[src/hw/rtl/kdlp_pkg.sv]
package kdlp_pkg;

  // Configuration register file layout
  localparam int unsigned CFG_IDX_W = 2;
  localparam int unsigned TICK_W    = 16;

  localparam logic [CFG_IDX_W-1:0] REG_DEBOUNCE_TICKS   = 2'd0;
  localparam logic [CFG_IDX_W-1:0] REG_LONG_PRESS_TICKS = 2'd1;

  localparam logic [TICK_W-1:0] DEBOUNCE_TICKS_RST   = 16'd25;
  localparam logic [TICK_W-1:0] LONG_PRESS_TICKS_RST = 16'd650;

  // Event codes; direction key i (i >= 1) reports as EVT_DIR_BASE + i - 1
  localparam int unsigned EVT_SHORT    = 0;
  localparam int unsigned EVT_LONG     = 1;
  localparam int unsigned EVT_DIR_BASE = 2;

  typedef struct packed {
    logic [TICK_W-1:0] debounce_ticks;
    logic [TICK_W-1:0] long_press_ticks;
  } cfg_t;

  // Queue handshake between front and back
  typedef struct packed {
    logic push;
    logic pop;
  } q_req_t;

  typedef struct packed {
    logic full;
    logic valid;
  } q_stat_t;

endpackage

[src/hw/rtl/keypad_debounce_long_press_core.sv]
// Keypad debouncer with select long press.
//
// Input channel: one transaction per millisecond sample of the key levels
// (keys_raw_i: bit0 select, then up, down, left, right), accepted when
// in_valid_i is high and in_stall_o is low. Output channel: one transaction
// per key event (key_event_o, stable_keys_o, last_event_o), taken when
// out_valid_o is high and out_stall_i is low; last_event_o marks the final
// event of a sample. A quiet sample gives no output transaction.
// Configuration: cfg_valid_i/cfg_ready_o write channel, cfg_index_i selects
// debounce_ticks (0) or long_press_ticks (1); other indexes are ignored.
// A sample's events pass through the event queue, the work register and the
// output register. Throughput: a sample is accepted every cycle while the
// 4-entry event queue has room; the back end drains one event per cycle while
// the receiver does not stall, and a sample gives at most KEY_COUNT events.
// Reset clears all key state, the queue and the output register, and loads
// the default thresholds (25 and 650 ticks). A stalled receiver holds the
// output register; the queue keeps taking samples until full, then
// in_stall_o rises.
module keypad_debounce_long_press_core #(
  parameter int unsigned AGE_BITS  = 16,
  parameter int unsigned KEY_COUNT = 5
) (
  input  logic                                   clk_i,
  input  logic                                   rst_ni,
  input  logic                                   cfg_valid_i,
  output logic                                   cfg_ready_o,
  input  logic [kdlp_pkg::CFG_IDX_W-1:0]         cfg_index_i,
  input  logic [kdlp_pkg::TICK_W-1:0]            cfg_data_i,
  input  logic                                   in_valid_i,
  output logic                                   in_stall_o,
  input  logic [KEY_COUNT-1:0]                   keys_raw_i,
  output logic                                   out_valid_o,
  input  logic                                   out_stall_i,
  output logic [$clog2(KEY_COUNT+1)-1:0]         key_event_o,
  output logic [KEY_COUNT-1:0]                   stable_keys_o,
  output logic                                   last_event_o
);
  import kdlp_pkg::*;

  localparam int unsigned JOB_W   = 2 * KEY_COUNT + 1;
  localparam int unsigned Q_DEPTH = 4;

  cfg_t             cfg_q;
  q_req_t           q_req;
  q_stat_t          q_stat;
  logic [JOB_W-1:0] job_in;
  logic [JOB_W-1:0] job_out;

  // Configuration registers
  assign cfg_ready_o = 1'b1;

  always_ff @(posedge clk_i or negedge rst_ni) begin
    if (!rst_ni) begin
      cfg_q.debounce_ticks   <= DEBOUNCE_TICKS_RST;
      cfg_q.long_press_ticks <= LONG_PRESS_TICKS_RST;
    end else if (cfg_valid_i && cfg_ready_o) begin
      priority if (cfg_index_i == REG_DEBOUNCE_TICKS) begin
        cfg_q.debounce_ticks <= cfg_data_i;
      end else if (cfg_index_i == REG_LONG_PRESS_TICKS) begin
        cfg_q.long_press_ticks <= cfg_data_i;
      end else begin
        cfg_q <= cfg_q;
      end
    end
  end

  kdlp_front #(
    .AGE_BITS  (AGE_BITS),
    .KEY_COUNT (KEY_COUNT)
  ) u_front (
    .clk_i      (clk_i),
    .rst_ni     (rst_ni),
    .cfg_i      (cfg_q),
    .in_valid_i (in_valid_i),
    .in_stall_o (in_stall_o),
    .keys_raw_i (keys_raw_i),
    .q_stat_i   (q_stat),
    .push_o     (q_req.push),
    .job_o      (job_in)
  );

  kdlp_queue #(
    .WIDTH (JOB_W),
    .DEPTH (Q_DEPTH)
  ) u_queue (
    .clk_i  (clk_i),
    .rst_ni (rst_ni),
    .req_i  (q_req),
    .stat_o (q_stat),
    .data_i (job_in),
    .data_o (job_out)
  );

  kdlp_back #(
    .KEY_COUNT (KEY_COUNT)
  ) u_back (
    .clk_i         (clk_i),
    .rst_ni        (rst_ni),
    .q_valid_i     (q_stat.valid),
    .job_i         (job_out),
    .pop_o         (q_req.pop),
    .out_valid_o   (out_valid_o),
    .out_stall_i   (out_stall_i),
    .key_event_o   (key_event_o),
    .stable_keys_o (stable_keys_o),
    .last_event_o  (last_event_o)
  );

  // A sample with more events keeps the output busy on the next cycle
  a_burst_continues: assert property (@(posedge clk_i) disable iff (!rst_ni)
    out_valid_o && !out_stall_i && !last_event_o |=> out_valid_o)
    else $error("event burst broken before its last event");

  // All events of one sample carry the same stable mask
  a_burst_mask: assert property (@(posedge clk_i) disable iff (!rst_ni)
    out_valid_o && !out_stall_i && !last_event_o |=>
      stable_keys_o == $past(stable_keys_o))
    else $error("stable mask changed inside one sample's events");

  // Event codes stay within the key range
  a_event_range: assert property (@(posedge clk_i) disable iff (!rst_ni)
    out_valid_o |-> ({1'b0, key_event_o} <= ($bits(key_event_o) + 1)'(KEY_COUNT)))
    else $error("event code out of range");

endmodule

[src/hw/rtl/kdlp_front.sv]
module kdlp_front #(
  parameter int unsigned AGE_BITS  = 16,
  parameter int unsigned KEY_COUNT = 5
) (
  input  logic                   clk_i,
  input  logic                   rst_ni,
  input  kdlp_pkg::cfg_t         cfg_i,
  input  logic                   in_valid_i,
  output logic                   in_stall_o,
  input  logic [KEY_COUNT-1:0]   keys_raw_i,
  input  kdlp_pkg::q_stat_t      q_stat_i,
  output logic                   push_o,
  // {long, pending events, stable mask}
  output logic [2*KEY_COUNT:0]   job_o
);
  import kdlp_pkg::*;

  localparam int unsigned CMP_W = (AGE_BITS > TICK_W) ? AGE_BITS : TICK_W;

  logic [KEY_COUNT-1:0] raw_prev_q, raw_prev_d;
  logic [KEY_COUNT-1:0] stable_q, stable_d;
  logic [AGE_BITS-1:0]  age_q, age_d;
  logic                 held_q, held_d;
  logic [AGE_BITS-1:0]  sel_age_q, sel_age_d;
  logic                 fired_q, fired_d;

  logic                 accept;
  logic                 sel_evt;
  logic                 sel_long;
  logic [KEY_COUNT-1:0] rising;
  logic [KEY_COUNT-1:0] pend;

  assign in_stall_o = q_stat_i.full;
  assign accept     = in_valid_i && !q_stat_i.full;

  // Raw mask age and debounce
  always_comb begin
    raw_prev_d = keys_raw_i;
    if (keys_raw_i != raw_prev_q) begin
      age_d = '0;
    end else if (age_q == {AGE_BITS{1'b1}}) begin
      age_d = age_q;
    end else begin
      age_d = age_q + AGE_BITS'(1);
    end
    if (CMP_W'(age_d) >= CMP_W'(cfg_i.debounce_ticks)) begin
      stable_d = keys_raw_i;
    end else begin
      stable_d = stable_q;
    end
    rising = stable_d & ~stable_q;
  end

  // Select hold timing on the raw level
  always_comb begin
    sel_evt   = 1'b0;
    sel_long  = 1'b0;
    held_d    = held_q;
    sel_age_d = sel_age_q;
    fired_d   = fired_q;
    if (keys_raw_i[0]) begin
      if (!held_q) begin
        held_d    = 1'b1;
        sel_age_d = '0;
        fired_d   = 1'b0;
      end else begin
        if (sel_age_q != {AGE_BITS{1'b1}}) begin
          sel_age_d = sel_age_q + AGE_BITS'(1);
        end
        if (!fired_q && (CMP_W'(sel_age_d) >= CMP_W'(cfg_i.long_press_ticks))) begin
          sel_evt  = 1'b1;
          sel_long = 1'b1;
          fired_d  = 1'b1;
        end
      end
    end else begin
      sel_evt   = held_q && !fired_q;
      held_d    = 1'b0;
      sel_age_d = '0;
      fired_d   = 1'b0;
    end
  end

  // Bit 0 is the select event, the rest are direction key edges
  assign pend   = {rising[KEY_COUNT-1:1], sel_evt};
  assign push_o = accept && (pend != '0);
  assign job_o  = {sel_long, pend, stable_d};

  always_ff @(posedge clk_i or negedge rst_ni) begin
    if (!rst_ni) begin
      raw_prev_q <= '0;
      stable_q   <= '0;
      age_q      <= {AGE_BITS{1'b1}};
      held_q     <= 1'b0;
      sel_age_q  <= '0;
      fired_q    <= 1'b0;
    end else if (accept) begin
      raw_prev_q <= raw_prev_d;
      stable_q   <= stable_d;
      age_q      <= age_d;
      held_q     <= held_d;
      sel_age_q  <= sel_age_d;
      fired_q    <= fired_d;
    end
  end

endmodule

[src/hw/rtl/kdlp_queue.sv]
module kdlp_queue #(
  parameter int unsigned WIDTH = 11,
  parameter int unsigned DEPTH = 4
) (
  input  logic                 clk_i,
  input  logic                 rst_ni,
  input  kdlp_pkg::q_req_t     req_i,
  output kdlp_pkg::q_stat_t    stat_o,
  input  logic [WIDTH-1:0]     data_i,
  output logic [WIDTH-1:0]     data_o
);
  import kdlp_pkg::*;

  localparam int unsigned PTR_W = (DEPTH > 1) ? $clog2(DEPTH) : 1;
  localparam int unsigned CNT_W = $clog2(DEPTH + 1);

  logic [WIDTH-1:0] mem_q [DEPTH];
  logic [PTR_W-1:0] wr_ptr_q, rd_ptr_q;
  logic [CNT_W-1:0] cnt_q;

  assign stat_o.full  = (cnt_q == CNT_W'(DEPTH));
  assign stat_o.valid = (cnt_q != '0);
  assign data_o       = mem_q[rd_ptr_q];

  // Entry storage
  always_ff @(posedge clk_i) begin
    if (req_i.push) begin
      mem_q[wr_ptr_q] <= data_i;
    end
  end

  // Pointers and fill count
  always_ff @(posedge clk_i or negedge rst_ni) begin
    if (!rst_ni) begin
      wr_ptr_q <= '0;
      rd_ptr_q <= '0;
      cnt_q    <= '0;
    end else begin
      if (req_i.push) begin
        wr_ptr_q <= (wr_ptr_q == PTR_W'(DEPTH - 1)) ? '0 : wr_ptr_q + PTR_W'(1);
      end
      if (req_i.pop) begin
        rd_ptr_q <= (rd_ptr_q == PTR_W'(DEPTH - 1)) ? '0 : rd_ptr_q + PTR_W'(1);
      end
      unique case ({req_i.push, req_i.pop})
        2'b10:   cnt_q <= cnt_q + CNT_W'(1);
        2'b01:   cnt_q <= cnt_q - CNT_W'(1);
        default: cnt_q <= cnt_q;
      endcase
    end
  end

endmodule

[src/hw/rtl/kdlp_back.sv]
module kdlp_back #(
  parameter int unsigned KEY_COUNT = 5
) (
  input  logic                           clk_i,
  input  logic                           rst_ni,
  input  logic                           q_valid_i,
  input  logic [2*KEY_COUNT:0]           job_i,
  output logic                           pop_o,
  output logic                           out_valid_o,
  input  logic                           out_stall_i,
  output logic [$clog2(KEY_COUNT+1)-1:0] key_event_o,
  output logic [KEY_COUNT-1:0]           stable_keys_o,
  output logic                           last_event_o
);
  import kdlp_pkg::*;

  localparam int unsigned EVT_W = $clog2(KEY_COUNT + 1);

  logic                 work_valid_q;
  logic [KEY_COUNT-1:0] pend_q;
  logic                 long_q;
  logic [KEY_COUNT-1:0] stable_q;

  logic                 out_valid_q;
  logic [EVT_W-1:0]     event_q;
  logic [KEY_COUNT-1:0] out_stable_q;
  logic                 last_q;

  logic                 load_out;
  logic                 emit;
  logic [KEY_COUNT-1:0] pick;
  logic [KEY_COUNT-1:0] rest;
  logic                 last;
  logic [EVT_W-1:0]     code;
  logic                 found;

  assign load_out = !out_valid_q || !out_stall_i;
  assign emit     = load_out && work_valid_q;

  // Lowest pending event goes first: select, then up, down, left, right
  always_comb begin
    pick  = '0;
    found = 1'b0;
    code  = EVT_W'(EVT_SHORT);
    for (int i = 0; i < KEY_COUNT; i++) begin
      if (pend_q[i] && !found) begin
        found   = 1'b1;
        pick[i] = 1'b1;
        if (i == 0) begin
          code = long_q ? EVT_W'(EVT_LONG) : EVT_W'(EVT_SHORT);
        end else begin
          code = EVT_W'(EVT_DIR_BASE + i - 1);
        end
      end
    end
  end

  assign rest  = pend_q & ~pick;
  assign last  = (rest == '0);
  assign pop_o = q_valid_i && (!work_valid_q || (emit && last));

  // Work register holding the transaction being unpacked
  always_ff @(posedge clk_i or negedge rst_ni) begin
    if (!rst_ni) begin
      work_valid_q <= 1'b0;
    end else if (pop_o) begin
      work_valid_q <= 1'b1;
    end else if (emit && last) begin
      work_valid_q <= 1'b0;
    end
  end

  always_ff @(posedge clk_i) begin
    if (pop_o) begin
      long_q   <= job_i[2*KEY_COUNT];
      pend_q   <= job_i[2*KEY_COUNT-1:KEY_COUNT];
      stable_q <= job_i[KEY_COUNT-1:0];
    end else if (emit) begin
      pend_q <= rest;
    end
  end

  // Output register
  always_ff @(posedge clk_i or negedge rst_ni) begin
    if (!rst_ni) begin
      out_valid_q <= 1'b0;
    end else if (load_out) begin
      out_valid_q <= emit;
    end
  end

  always_ff @(posedge clk_i) begin
    if (emit) begin
      event_q      <= code;
      out_stable_q <= stable_q;
      last_q       <= last;
    end
  end

  assign out_valid_o   = out_valid_q;
  assign key_event_o   = event_q;
  assign stable_keys_o = out_stable_q;
  assign last_event_o  = last_q;

endmodule
[config.mk]
export PLATFORM = sky130hd
export DESIGN_NAME = keypad_debounce_long_press_core
export DESIGN_NICKNAME = d
export VERILOG_FILES = /design/src/hw/rtl/kdlp_pkg.sv /design/src/hw/rtl/keypad_debounce_long_press_core.sv /design/src/hw/rtl/kdlp_front.sv /design/src/hw/rtl/kdlp_queue.sv /design/src/hw/rtl/kdlp_back.sv
export SDC_FILE = /design/constraint.sdc
export NUM_CORES = 1
export LEC_CHECK = 0
export BUFFER_PORTS_ARGS = -buffer_cell sky130_fd_sc_hd__buf_2
export CAP_MARGIN = 20
export CORE_MARGIN = 3
export CORE_UTILIZATION = 33
export DETAILED_ROUTE_END_ITERATION = 16
export MAX_ROUTING_LAYER = met4
export PLACE_DENSITY_LB_ADDON = 0.25
export SKIP_CTS_REPAIR_TIMING = 1
export SYNTH_ARGS = -nofsm -noshare
export SYNTH_HDL_FRONTEND = slang
export SYNTH_SLANG_ARGS = --single-unit
[constraint.sdc]
create_clock -name clk_i -period 8.1 [get_ports clk_i]
set_input_delay 1.62 -clock clk_i [delete_from_list [all_inputs] [get_ports clk_i]]
set_output_delay 1.62 -clock clk_i [all_outputs]
set_load 0.03 [all_outputs]
; ---- After elaboration in Yosys (flattened, before gate mapping)
; Memory sizes are Yosys's and may differ from the RTL's.
; Cells that the tools add are included.
[word_totals]
mem_count = 1
reg_bits = 105
in_bits = 28
ram_bits = 44
[memory_table]
columns = name, words, width, read_ports, rd_ports_with_merged_regs, wr, line
row1 = u_queue.mem_q, 4, 11, 1, 0, 1, kdlp_queue.sv:17  ; logic [WIDTH-1:0] mem_q [DEPTH];
[op_classes]
eq_ne = 10
addsub = 6
order_cmp = 2
mux = 38
bitwise = 5
n_reduce_logical = 33
[op_table]
columns = cell, count
row1 = 16-bit two-way mux, 7
row2 = 16-bit by 1-bit adder with 16-bit output (second input constant), 2
row3 = 16-bit >= comparator, 2
row4 = 1-bit two-way mux, 22
row5 = 16-bit == test (second input constant), 1
row6 = 16-bit != test (second input constant), 1
row7 = 5-bit two-way mux, 3
row8 = 1-bit logical AND, 11
row9 = 5-bit bitwise AND, 2
row10 = 5-bit inverter, 2
row11 = 1-bit logical NOT, 9
row12 = 3-bit two-way mux, 3
row13 = 2-bit == test (second input constant), 3
row14 = 3-bit case mux with 2 select lines, 1
row15 = 2-bit nonzero test, 3
row16 = 5-bit logical NOT, 1
row17 = 5-bit != test, 1
row18 = 5-bit nonzero test, 1
row19 = 2-bit by 1-bit adder with 2-bit output (second input constant), 2
row20 = 2-bit by 1-bit == test with 1-bit output (second input constant), 2
row21 = 2-bit two-way mux, 2
row22 = 2-bit AND reduction, 2
row23 = 3-bit by 1-bit adder with 3-bit output (second input constant), 1
row24 = 3-bit == test (second input constant), 1
row25 = other kinds (8), 9

; ---- Depth between registers and ports, before layout
; Gate-level depths: netlist of the first run.
[logic_depth]
ltp_word = 21
depth_mapped = 21
ltp_nobuf = 20

; ---- Cells and area by module
; Synthesis of the first run repeated with hierarchy kept, for this count alone.
[unflattened]
hier_cells = 688
hier_area_um2 = 7900.1
[modules_own_cells]
columns = module, n_inst, area_each_um2, cells_per_inst
row1 = kdlp_front, 1, 3778.6, 463
row2 = kdlp_queue, 1, 2004.4, 92
row3 = keypad_debounce_long_press_core, 1, 1232.4, 70
row4 = kdlp_back, 1, 884.6, 63

; ---- Worst setup path after synthesis of the first run
; No wires, ideal clock.
[synth_path]
path_type = input port to flip-flop
startpoint = in keys_raw_i[0]
endpoint = mem u_queue.mem_q[3][0], enable pin
setup_slack_ps = 2913
path_buffers = 2
arrival_ps = 4791
path_stages = 13
t_required_ps = 7704
cell_sequence = ha_1 -> a21oi_1 -> nand4b_1 -> clkbuf_1 -> clkbuf_1 -> nor2_1 -> ha_1 -> nand4_1 -> nor3_1 -> o211ai_1 -> o21ai_1 -> a22oi_1 -> nor3b_1
[synth_between]
elab_chain_cells = 9
word_cells_on_any_way = 10
classes_between = order compare (1) / eq/ne (1) / mux (5) / bitwise (1) / reduce/logical (2)
[synth_lines]
columns = item, line
row1 = from (decl), keypad_debounce_long_press_core.sv:31  ; input logic [KEY_COUNT-1:0] keys_raw_i,
row2 = 5-bit != test, kdlp_front.sv:39  ; if (keys_raw_i != raw_prev_q) begin
row3 = 16-bit two-way mux, kdlp_front.sv:39
row4 = net u_front.age_d[14], kdlp_front.sv:22  ; logic [AGE_BITS-1:0] age_q, age_d;
row5 = 16-bit >= comparator, kdlp_front.sv:46  ; if (CMP_W'(age_d) >= CMP_W'(cfg_i.debounce_ticks)) begin
row6 = 5-bit two-way mux, kdlp_front.sv:46
row7 = 5-bit bitwise AND, kdlp_front.sv:51  ; rising = stable_d & ~stable_q;
row8 = 5-bit nonzero test, kdlp_front.sv:86  ; assign push_o = accept && (pend != '0);
row9 = 1-bit logical AND, kdlp_front.sv:86
row10 = 1-bit two-way mux, kdlp_queue.sv:27  ; if (req_i.push) begin
row11 = 1-bit two-way mux (implied by the code), kdlp_queue.sv:28  ; mem_q[wr_ptr_q] <= data_i;
row12 = to (decl), kdlp_queue.sv:17
; The timed path passes the listed nets, and every way through them passes these cells.

; ---- Worst setup path after layout of the first run
[layout_path]
startpoint = in keys_raw_i[0]
endpoint = reg u_queue.cnt_q[2]
[layout_between]
elab_chain_cells = 9
word_cells_on_any_way = 12
classes_between = order compare (1) / eq/ne (3) / mux (4) / bitwise (1) / reduce/logical (3)
[layout_lines]
columns = item, line
row1 = 5-bit != test, kdlp_front.sv:39
row2 = 16-bit two-way mux, kdlp_front.sv:39
row3 = 16-bit >= comparator, kdlp_front.sv:46
row4 = 5-bit two-way mux, kdlp_front.sv:46
row5 = 5-bit bitwise AND, kdlp_front.sv:51
row6 = 5-bit nonzero test *, kdlp_front.sv:86
row7 = 1-bit logical AND *, kdlp_front.sv:86
row8 = 2-bit by 1-bit == test with 1-bit output / 2-bit == test (equally long branches), kdlp_queue.sv:45  ; unique case ({req_i.push, req_i.pop})
row9 = 3-bit case mux with 2 select lines / 2-bit nonzero test (equally long branches), n/a
row10 = to (signal assigned), kdlp_queue.sv:46  ; 2'b10: cnt_q <= cnt_q + CNT_W'(1);
row11 = to (signal assigned), kdlp_queue.sv:47  ; 2'b01: cnt_q <= cnt_q - CNT_W'(1);
row12 = to (signal assigned), kdlp_queue.sv:48  ; default: cnt_q <= cnt_q;
row13 = to (decl), kdlp_queue.sv:19  ; logic [CNT_W-1:0] cnt_q;
; Every way passes the cells marked *; elsewhere a longest branch is shown, timed or not.
; A chain may end at the register's enable or synchronous reset.

==> results of run 1 <==
## per-stage QoR
stage	instance area, sq um	instances	hold slack, ps	setup slack [ps]
global route	8915	1054	438.2	2592
finish	8915	1054	423.4	3016
CTS	8915	1054	426.1	3014
floorplan	7797	695	400.3	2913
global placement	8307	1022	402.1	2668
detailed placement	8307	1022	409.3	2575
## power by group through the flow
stage	Sequential [mW]	Combinational, mW	Clock (mW)
finish	1.02	0.504	0.776
global route	1.04	0.568	0.832
CTS	1.02	0.515	0.801
detailed placement	1.03	0.512	0
global placement	1.03	0.508	0
floorplan	1.02	0.378	0
## cells by family (layout without fill, tap and decap cells)
kind of cell | Yosys count | count (layout) | share of synthesized area, %
buf+inv | 88 | 134 | 4.621
fa+ha+maj | 43 | 43 | 6.964
other cells | 1 | 1 | 0.04809
flops | 148 | 148 | 51.97
simple gates | 188 | 188 | 12.40
xor+xnor | 24 | 24 | 2.696
compound gates | 157 | 157 | 13.08
mux | 46 | 46 | 8.216
## area by class of cell
| type | count | area [sq um] |
|---|---|---|
| tap | 313 | 391.6 |
| clock inverter | 15 | 182.7 |
| clock buffer | 17 | 425.4 |
| inverter | 54 | 202.7 |
| sequential | 148 | 4053 |
| fill | 2226 | 14000 |
| multi-input combinational | 459 | 3392 |
| timing repair buffer | 48 | 267.8 |
## critical path: cells and delay by family
| kind | cells | cell delay (ps) |
|---|---|---|
| AO/OA/AOI/OAI | 5 | 980 |
| XOR/XNOR | 2 | 310 |
| adder cells (fa/ha/maj) | 4 | 1140 |
| buffers and inverters | 4 | 670 |
| AND/OR/NAND/NOR | 5 | 710 |
## final timing paths
check | from | to | slack, ps | cells after the start
max | keys_raw_i[0] | u_queue.cnt_q[2] | 3020 | 20
min | u_back.stable_q[2] | u_back.stable_keys_o[2] | 420 | 0
max reg2reg | u_front.age_q[0] | u_queue.cnt_q[2] | 3170 | 21
min reg2reg | u_back.stable_q[2] | u_back.stable_keys_o[2] | 420 | 0
max in group asynchronous | rst_ni | u_queue.cnt_q[1] | 5890 | 2
min in group asynchronous | rst_ni | cfg_q[0] | 1170 | 1
## placed cells by master, fill, tap and decap left out, types with 4 or more instances in the layout
cell type                   netlist  routed
sky130_fd_sc_hd__nand2_1         76      76
sky130_fd_sc_hd__edfxtp_1        64      64
sky130_fd_sc_hd__dfrtp_1         61      61
sky130_fd_sc_hd__inv_1           52      52
sky130_fd_sc_hd__o21ai_0         42      42
sky130_fd_sc_hd__ha_1            41      41
sky130_fd_sc_hd__buf_2           10      37
sky130_fd_sc_hd__a21oi_1         33      33
sky130_fd_sc_hd__mux2_2          32      32
sky130_fd_sc_hd__nor2_1          29      29
sky130_fd_sc_hd__dfstp_2         23      23
sky130_fd_sc_hd__nand3_1         18      18
sky130_fd_sc_hd__clkbuf_16        0      17
sky130_fd_sc_hd__xnor2_1         15      15
sky130_fd_sc_hd__o21ai_1         14      14
sky130_fd_sc_hd__nand4_1         12      12
sky130_fd_sc_hd__nand2b_1        12      12
sky130_fd_sc_hd__mux4_2          11      11
sky130_fd_sc_hd__o31ai_1         11      11
sky130_fd_sc_hd__buf_4            2      11
sky130_fd_sc_hd__xor2_1           9       9
sky130_fd_sc_hd__o21a_1           8       8
sky130_fd_sc_hd__a31oi_1          8       8
sky130_fd_sc_hd__clkinv_8         0       6
sky130_fd_sc_hd__and4_1           5       5
sky130_fd_sc_hd__and3_1           5       5
sky130_fd_sc_hd__nor3b_1          6       5
sky130_fd_sc_hd__nand3b_1         4       4
sky130_fd_sc_hd__nor3_1           4       4
sky130_fd_sc_hd__nor2b_1          5       4
sky130_fd_sc_hd__a22o_1           4       4
## metal layers
metal	wire length, um	part of all wire [%]	GRT usage, %	vias to the layer above
li1	-	-	-	2587
met4	203	1.3	4.138	0
met1	7408	47	17.17	2454
met3	372	2.4	2.516	12
met2	7726	49	21.22	56
met5	0	0	-	-
## state kept, by name (all words and copies together), names as in the netlist
| register | count |
|---|---|
| u_back.key_event_o | 3 |
| u_back.pend_q | 5 |
| u_back.long_q | 1 |
| u_queue.rd_ptr_q | 2 |
| u_back.stable_keys_o | 5 |
| u_back.stable_q | 5 |
| u_queue.cnt_q | 3 |
| u_back.work_valid_q | 1 |
| u_back.out_valid_o | 1 |
| u_front.stable_q | 5 |
| u_front.sel_age_q | 16 |
| u_back.last_event_o | 1 |
| u_queue.mem_q | 44 |
| u_front.raw_prev_q | 5 |
| u_queue.wr_ptr_q | 2 |
| u_front.age_q | 16 |
| cfg_q | 32 |
| u_front.fired_q | 1 |
## Yosys cell counts (3+ instances only)
master,count
sky130_fd_sc_hd__nand2_1,76
sky130_fd_sc_hd__edfxtp_1,64
sky130_fd_sc_hd__dfrtp_1,61
sky130_fd_sc_hd__inv_1,52
sky130_fd_sc_hd__o21ai_0,42
sky130_fd_sc_hd__ha_1,41
sky130_fd_sc_hd__a21oi_1,33
sky130_fd_sc_hd__mux2_2,32
sky130_fd_sc_hd__nor2_1,29
sky130_fd_sc_hd__dfstp_2,23
sky130_fd_sc_hd__clkbuf_1,19
sky130_fd_sc_hd__nand3_1,18
sky130_fd_sc_hd__xnor2_1,15
sky130_fd_sc_hd__o21ai_1,14
sky130_fd_sc_hd__nand2b_1,12
sky130_fd_sc_hd__nand4_1,12
sky130_fd_sc_hd__mux4_2,11
sky130_fd_sc_hd__o31ai_1,11
sky130_fd_sc_hd__buf_2,10
sky130_fd_sc_hd__xor2_1,9
sky130_fd_sc_hd__a31oi_1,8
sky130_fd_sc_hd__o21a_1,8
sky130_fd_sc_hd__nor3b_1,6
sky130_fd_sc_hd__and3_1,5
sky130_fd_sc_hd__and4_1,5
sky130_fd_sc_hd__nor2b_1,5
sky130_fd_sc_hd__a22o_1,4
sky130_fd_sc_hd__nand3b_1,4
sky130_fd_sc_hd__nor3_1,4
sky130_fd_sc_hd__a31o_2,3
sky130_fd_sc_hd__a32o_1,3
sky130_fd_sc_hd__a41oi_1,3
sky130_fd_sc_hd__or3_1,3
==> impl_summary.txt, run 1 <==
----------------------------------------------------
[Logic synthesis]
  Most instantiated flip-flop cell in the synthesis netlist ... sky130_fd_sc_hd__edfxtp_1
  Async set or reset register ratio after synthesis ... a little under three fifths
  Cell count after synthesis ... ~700
  Synth Cell Area ... approximately 7800 sq um
  Sequential element share of the synthesized area ... 51.97%
  Portion of synthesized cell area occupied by the leading cell type ... ~25%
  Library cell with the largest summed area after synthesis ... sky130_fd_sc_hd__edfxtp_1
  Largest cells by area after synthesis ... sky130_fd_sc_hd__edfxtp_1, sky130_fd_sc_hd__dfrtp_1, sky130_fd_sc_hd__dfstp_2, sky130_fd_sc_hd__ha_1, sky130_fd_sc_hd__mux2_2
  Number of synthesized register bits ... around 150
  Syn_nets ... ~770
  Number of enable flip-flop cells after synthesis ... 64
  Average size of a mapped cell ... approximately 11 sq um
  Distinct cells, synth ... 71
  Total of warnings raised by yosys ... 0

[Job]
  Max-cap violations ... 0

[Floorplanning]
  Initial Utilization ... between 30 and 40%
  Number of standard-cell rows in the floorplan ... 55
  Vertical extent of the die ... between 150 and 200 um
  Chip width ... roughly 160 um
  Total Die Area ... between 20000 and 30000 sq um
  IO Count ... 40
  Placeable Area ... ~23000 sq um

[Critical path]
  Cell type of the slowest stage on the worst timing path ... sky130_fd_sc_hd__fa_1
  Critical Path, Cell by Cell ... buf_2, ha_1, a21oi_1, nand4b_1, buf_4, nand2b_1, ha_1, nand2b_1, a211o_1, a21oi_1, o21ai_1, buf_4, a22oi_1, nand2b_1, ha_1, inv_1, fa_1, xor2_1, nor2_1, xor2_1
  WP data arrival ... around 5400 ps
  Critical setup path kind ... in -> reg
  Critical Path Fanout Max ... 30
  Worst path required time ... approximately 8500 ps
  Crit path capture type ... flip-flop
  Delay of the slowest critical-path stage ... 370 ps
  Element type at the critical path start ... primary input

[Pwr]
  Power per Cell Area ... about 260 nW/um^2
  Internal power ... 1.560 mW
  Switching component of the power ... 0.7354 mW
  Part of the total power dissipated in combinational logic ... between 20% and 30%
  LEAKAGE ... 3.666 nW
  Final Total Pwr ... around 2.3 mW
  Part of the power in registers ... about 44%
  Part of the total power dissipated in the clock network ... between 30% and 40%
  Peak supply drop ... between 0.1 and 0.15 mV
  Proportion of total power due to net switching ... 32.04%

[Final layout]
  Synth-to-Final Area Change ... 14.33%
  Count of nets after finishing ... 798
  Diodes inserted ... 0
  Post-layout util ... 38.90%
  Ratio of cells with drive above 1 in the final layout ... ~22%

[Timing]
  Final setup violation count ... 0
  Maximum clock frequency ... about 200 MHz
  Setup tns final ... 0 ps
  Max transition margin ... a little over two fifths
  Slew at the pin closest to its max-slew limit ... between 800 and 900 ps
  Layout Skew ... ~14 ps
  Final Hold Viols ... 0
  Number of slew-limit violations in the final report ... 0
  Unrepaired setup endpoints after global routing ... false
  Period utilisation layout ... between 60% and 70%
  Time the worst path needs with I/O delays and setup ... between 5000 and 6000 ps

[GRT]
  Pin count of the biggest net entering global routing ... 47
  First-pass GRT wire length ... 26460 um
  Total routing usage reported by global routing ... a little over an eighth
  Via count of the first global-routing pass ... just over 5000
  Remaining global-route overflow ... 0
  Antenna violations before repair ... 0

[Detailed routing]
  Overall routed net length ... about 16000 um
  Initial drt markers ... about 240
  Number of detailed-routing iterations run before antenna repair ... 4
  Antenna-violating nets left ... 0
  Overall via count from detail_route ... 5109
  Routed wire length per instance ... around 15 um
  Via-per-instance ratio ... about 4.8
  Number of design rule violations left after detail routing ... 0

[Clock tree]
  CTS tree ... built
  Cell at the root of the clock tree ... sky130_fd_sc_hd__clkbuf_16
  Clock insertion delay at the later pin of the skew report ... 430 ps
  Clock sink count ... approximately 150
  Clock buffers created by TritonCTS ... 17
  Clock Path Buffers ... 2
  Htree depth ... 4
  Clock edge transition at the registers on the reported setup and hold paths ... roughly 70 ps

[Status]
  Outcome ... completed

[Hold path]
  Hold crit path type ... reg -> reg

[Place]
  Routability cong. ... 0.7779
  Half-perimeter wire length after detailed placement ... between 10000 and 15000 um
  Port Buf Inserts ... 38

----------------------------------------------------
Power figures use the tool's default switching activity.
==> run 2: changes to the inputs <==
==> constraint.sdc (replaced) <==
create_clock -name clk_i -period 5 [get_ports clk_i]
set_input_delay 1 -clock clk_i [delete_from_list [all_inputs] [get_ports clk_i]]
set_output_delay 1 -clock clk_i [all_outputs]
set_load 0.03 [all_outputs]
==> run 2 against run 1 <==
Net effect:
- wire length decreased by 0.58%
- cell count increased by 0.38%
- count of clock-buffer cells in the layout unchanged
- sequential cell count unchanged
- utilization increased by 0.19 points
- clock power increased by 66%
- critical path depth decreased by 2
- first-iteration DRC count increased by 26%
- die area unchanged
==> impl_summary.txt, run 2 (synthesis gave the netlist of run 1 again) <==
----------------------------------------------------
[Status]
  Outcome ... completed

[Hold path]
  Endpoint with the worst hold slack ... u_back.stable_keys_o[0]
  Worst min-delay path startpoint ... u_back.stable_q[0]
  Min-Delay Path Depth ... 0
  Hold crit path type ... reg -> reg

[Pwr]
  Power per Cell Area ... ~420 nW/um^2
  Peak supply drop ... 0.2334 mV
  LEAKAGE ... 3.688 nW

[Timing]
  Setup tns final ... 0 ps
  Maximum clock frequency ... around 220 MHz
  Final Hold Viols ... 0
  Unrepaired setup endpoints after global routing ... false
  Number of slew-limit violations in the final report ... 0
  Period utilisation layout ... about 90%
  Final setup violation count ... 0
  Slew at the pin closest to its max-slew limit ... 823.4 ps
  Max transition margin ... ~45%
  Layout Skew ... between 9 and 10 ps
  Time the worst path needs with I/O delays and setup ... 4509 ps

[GRT]
  First-pass GRT wire length ... between 20000 and 30000 um
  Antenna violations before repair ... 0
  Total routing usage reported by global routing ... a little over an eighth
  Pin count of the biggest net entering global routing ... 55
  Remaining global-route overflow ... 0
  Via count of the first global-routing pass ... between 5000 and 6000

[Detailed routing]
  Overall via count from detail_route ... about 5100
  Initial drt markers ... around 310
  Number of detailed-routing iterations run before antenna repair ... 4
  Via-per-instance ratio ... just under 5
  Number of design rule violations left after detail routing ... 0
  Routed wire length per instance ... between 10 and 15 um
  Antenna-violating nets left ... 0
  Overall routed net length ... 15620 um

[Floorplanning]
  Total Die Area ... ~26000 sq um
  IO Count ... 40
  Initial Utilization ... 34.03%
  Placeable Area ... 22920 sq um
  Vertical extent of the die ... between 150 and 200 um
  Chip width ... about 160 um
  Number of standard-cell rows in the floorplan ... 55

[Critical path]
  Critical Path Fanout Max ... 6
  Critical setup path kind ... reg -> reg
  Depth of the most critical reg-to-reg path ... 18
  Launch point of the worst reg-to-reg path ... u_front.sel_age_q[0]
  Crit path capture type ... flip-flop
  WP data arrival ... 4860 ps
  Worst path required time ... ~5400 ps
  Element type at the critical path start ... flip-flop
  Reg-to-reg slack, setup ... around 490 ps
  End of the worst register-to-register path ... u_queue.cnt_q[2]

[Final layout]
  Diodes inserted ... 0
  Count of nets after finishing ... approximately 800
  Biggest register ... u_queue.mem_q
  Max FFs per register ... between 40 and 50
  Filler-free cell count of the finished design ... around 1100
  Most used cells in the layout excluding fill and tap cells ... sky130_fd_sc_hd__nand2_1, sky130_fd_sc_hd__edfxtp_1, sky130_fd_sc_hd__dfrtp_1
  Ratio of cells with drive above 1 in the final layout ... roughly 23%
  Synth-to-Final Area Change ... 14.87%
  Leading cell type in the layout, fill and taps excluded ... sky130_fd_sc_hd__nand2_1
  Largest registers ... u_queue.mem_q x44, cfg_q x32

[Clock tree]
  Clock Path Buffers ... 2
  Clock edge transition at the registers on the reported setup and hold paths ... approximately 70 ps
  Cell at the root of the clock tree ... sky130_fd_sc_hd__clkbuf_16
  Clock buffers created by TritonCTS ... 17
  Clock sink count ... 148
  CTS tree ... built
  Clock insertion delay at the later pin of the skew report ... around 420 ps
  Htree depth ... 4

[Place]
  Port Buf Inserts ... 38
  Routability cong. ... 0.8273
  Count of placed standard cells including taps ... 1023
  Half-perimeter wire length after detailed placement ... 11170 um

[Job]
  Max-cap violations ... 0

----------------------------------------------------
run 2: changes by cell type in the layout (fill, tap and decap cells not counted), sizes merged:
| cell | delta |
|---|---|
| buf | +4 |
| clkinv | -2 |
| bufinv | +1 |
| clkinvlp | +1 |
run 2: worst max-delay path by stage:
stage,from,to
floorplan,keys_raw_i[0],u_queue.mem_q[3][0]
global placement,keys_raw_i[0],u_queue.cnt_q[2]
detailed placement,keys_raw_i[0],u_queue.cnt_q[2]
CTS,u_front.age_q[0],u_queue.cnt_q[2]
global route,u_front.sel_age_q[0],u_queue.cnt_q[2]
finish,u_front.sel_age_q[0],u_queue.cnt_q[2]
run 2: worst max-delay path, stage by stage (launching register included):
cell and delay [ps]:
sky130_fd_sc_hd__dfrtp_1 430, sky130_fd_sc_hd__ha_1 220, sky130_fd_sc_hd__nand2_1 170, sky130_fd_sc_hd__nor4_4 410
sky130_fd_sc_hd__nand2_1 260, sky130_fd_sc_hd__xnor2_1 240, sky130_fd_sc_hd__ha_1 260, sky130_fd_sc_hd__nand2b_1 140
sky130_fd_sc_hd__a2111oi_0 360, sky130_fd_sc_hd__nand3b_1 200, sky130_fd_sc_hd__nand4_1 240, sky130_fd_sc_hd__a22oi_2 320
sky130_fd_sc_hd__nand2b_1 160, sky130_fd_sc_hd__ha_1 190, sky130_fd_sc_hd__inv_1 60, sky130_fd_sc_hd__fa_1 370
sky130_fd_sc_hd__xor2_1 150, sky130_fd_sc_hd__nor2_1 100, sky130_fd_sc_hd__xor2_1 150
run 2: report_power, final:
group	switching (mW)	total, mW	leakage, nW	internal, mW
logic	0.462	0.819	1.74	0.357
registers	0.146	1.64	1.66	1.50
clock network	0.570	1.29	0.291	0.717
run 2: area by class of cell:
| cell class | instances | area [sq um] |
|---|---|---|
| Fill cell | 2258 | 13960 |
| Sequential cell | 148 | 4053 |
| Multi-Input combinational cell | 459 | 3397 |
| Clock buffer | 17 | 425.4 |
| Tap cell | 313 | 391.6 |
| Timing Repair Buffer | 52 | 297.8 |
| Inverter | 54 | 202.7 |
| Clock inverter | 15 | 190.2 |
run 2: routing by layer:
layer  GRT usage (%)  share of wire (%)  vias up  wire length [um]
li1                -                  -     2591                 -
met1           17.77                 49     2452              7589
met2           20.02                 47       63              7419
met3           2.490                2.5       14               385
met4           3.741                1.4        0               225
met5               -                  0        -                 0
run 2: through the flow:
stage	hold slack [ps]	util (%)	area (sq um)	power, mW	worst slack, ps
after global routing	425.6	39.09	8957	3.972	103.5
after CTS	422.1	38.97	8930	3.804	331.9
after detailed placement	404.5	36.28	8314	2.499	316.0
after global placement	400.8	36.28	8314	2.494	348.2
final	419.4	39.09	8957	3.748	491.3
after floorplan	400.3	-	7797	2.271	433.1
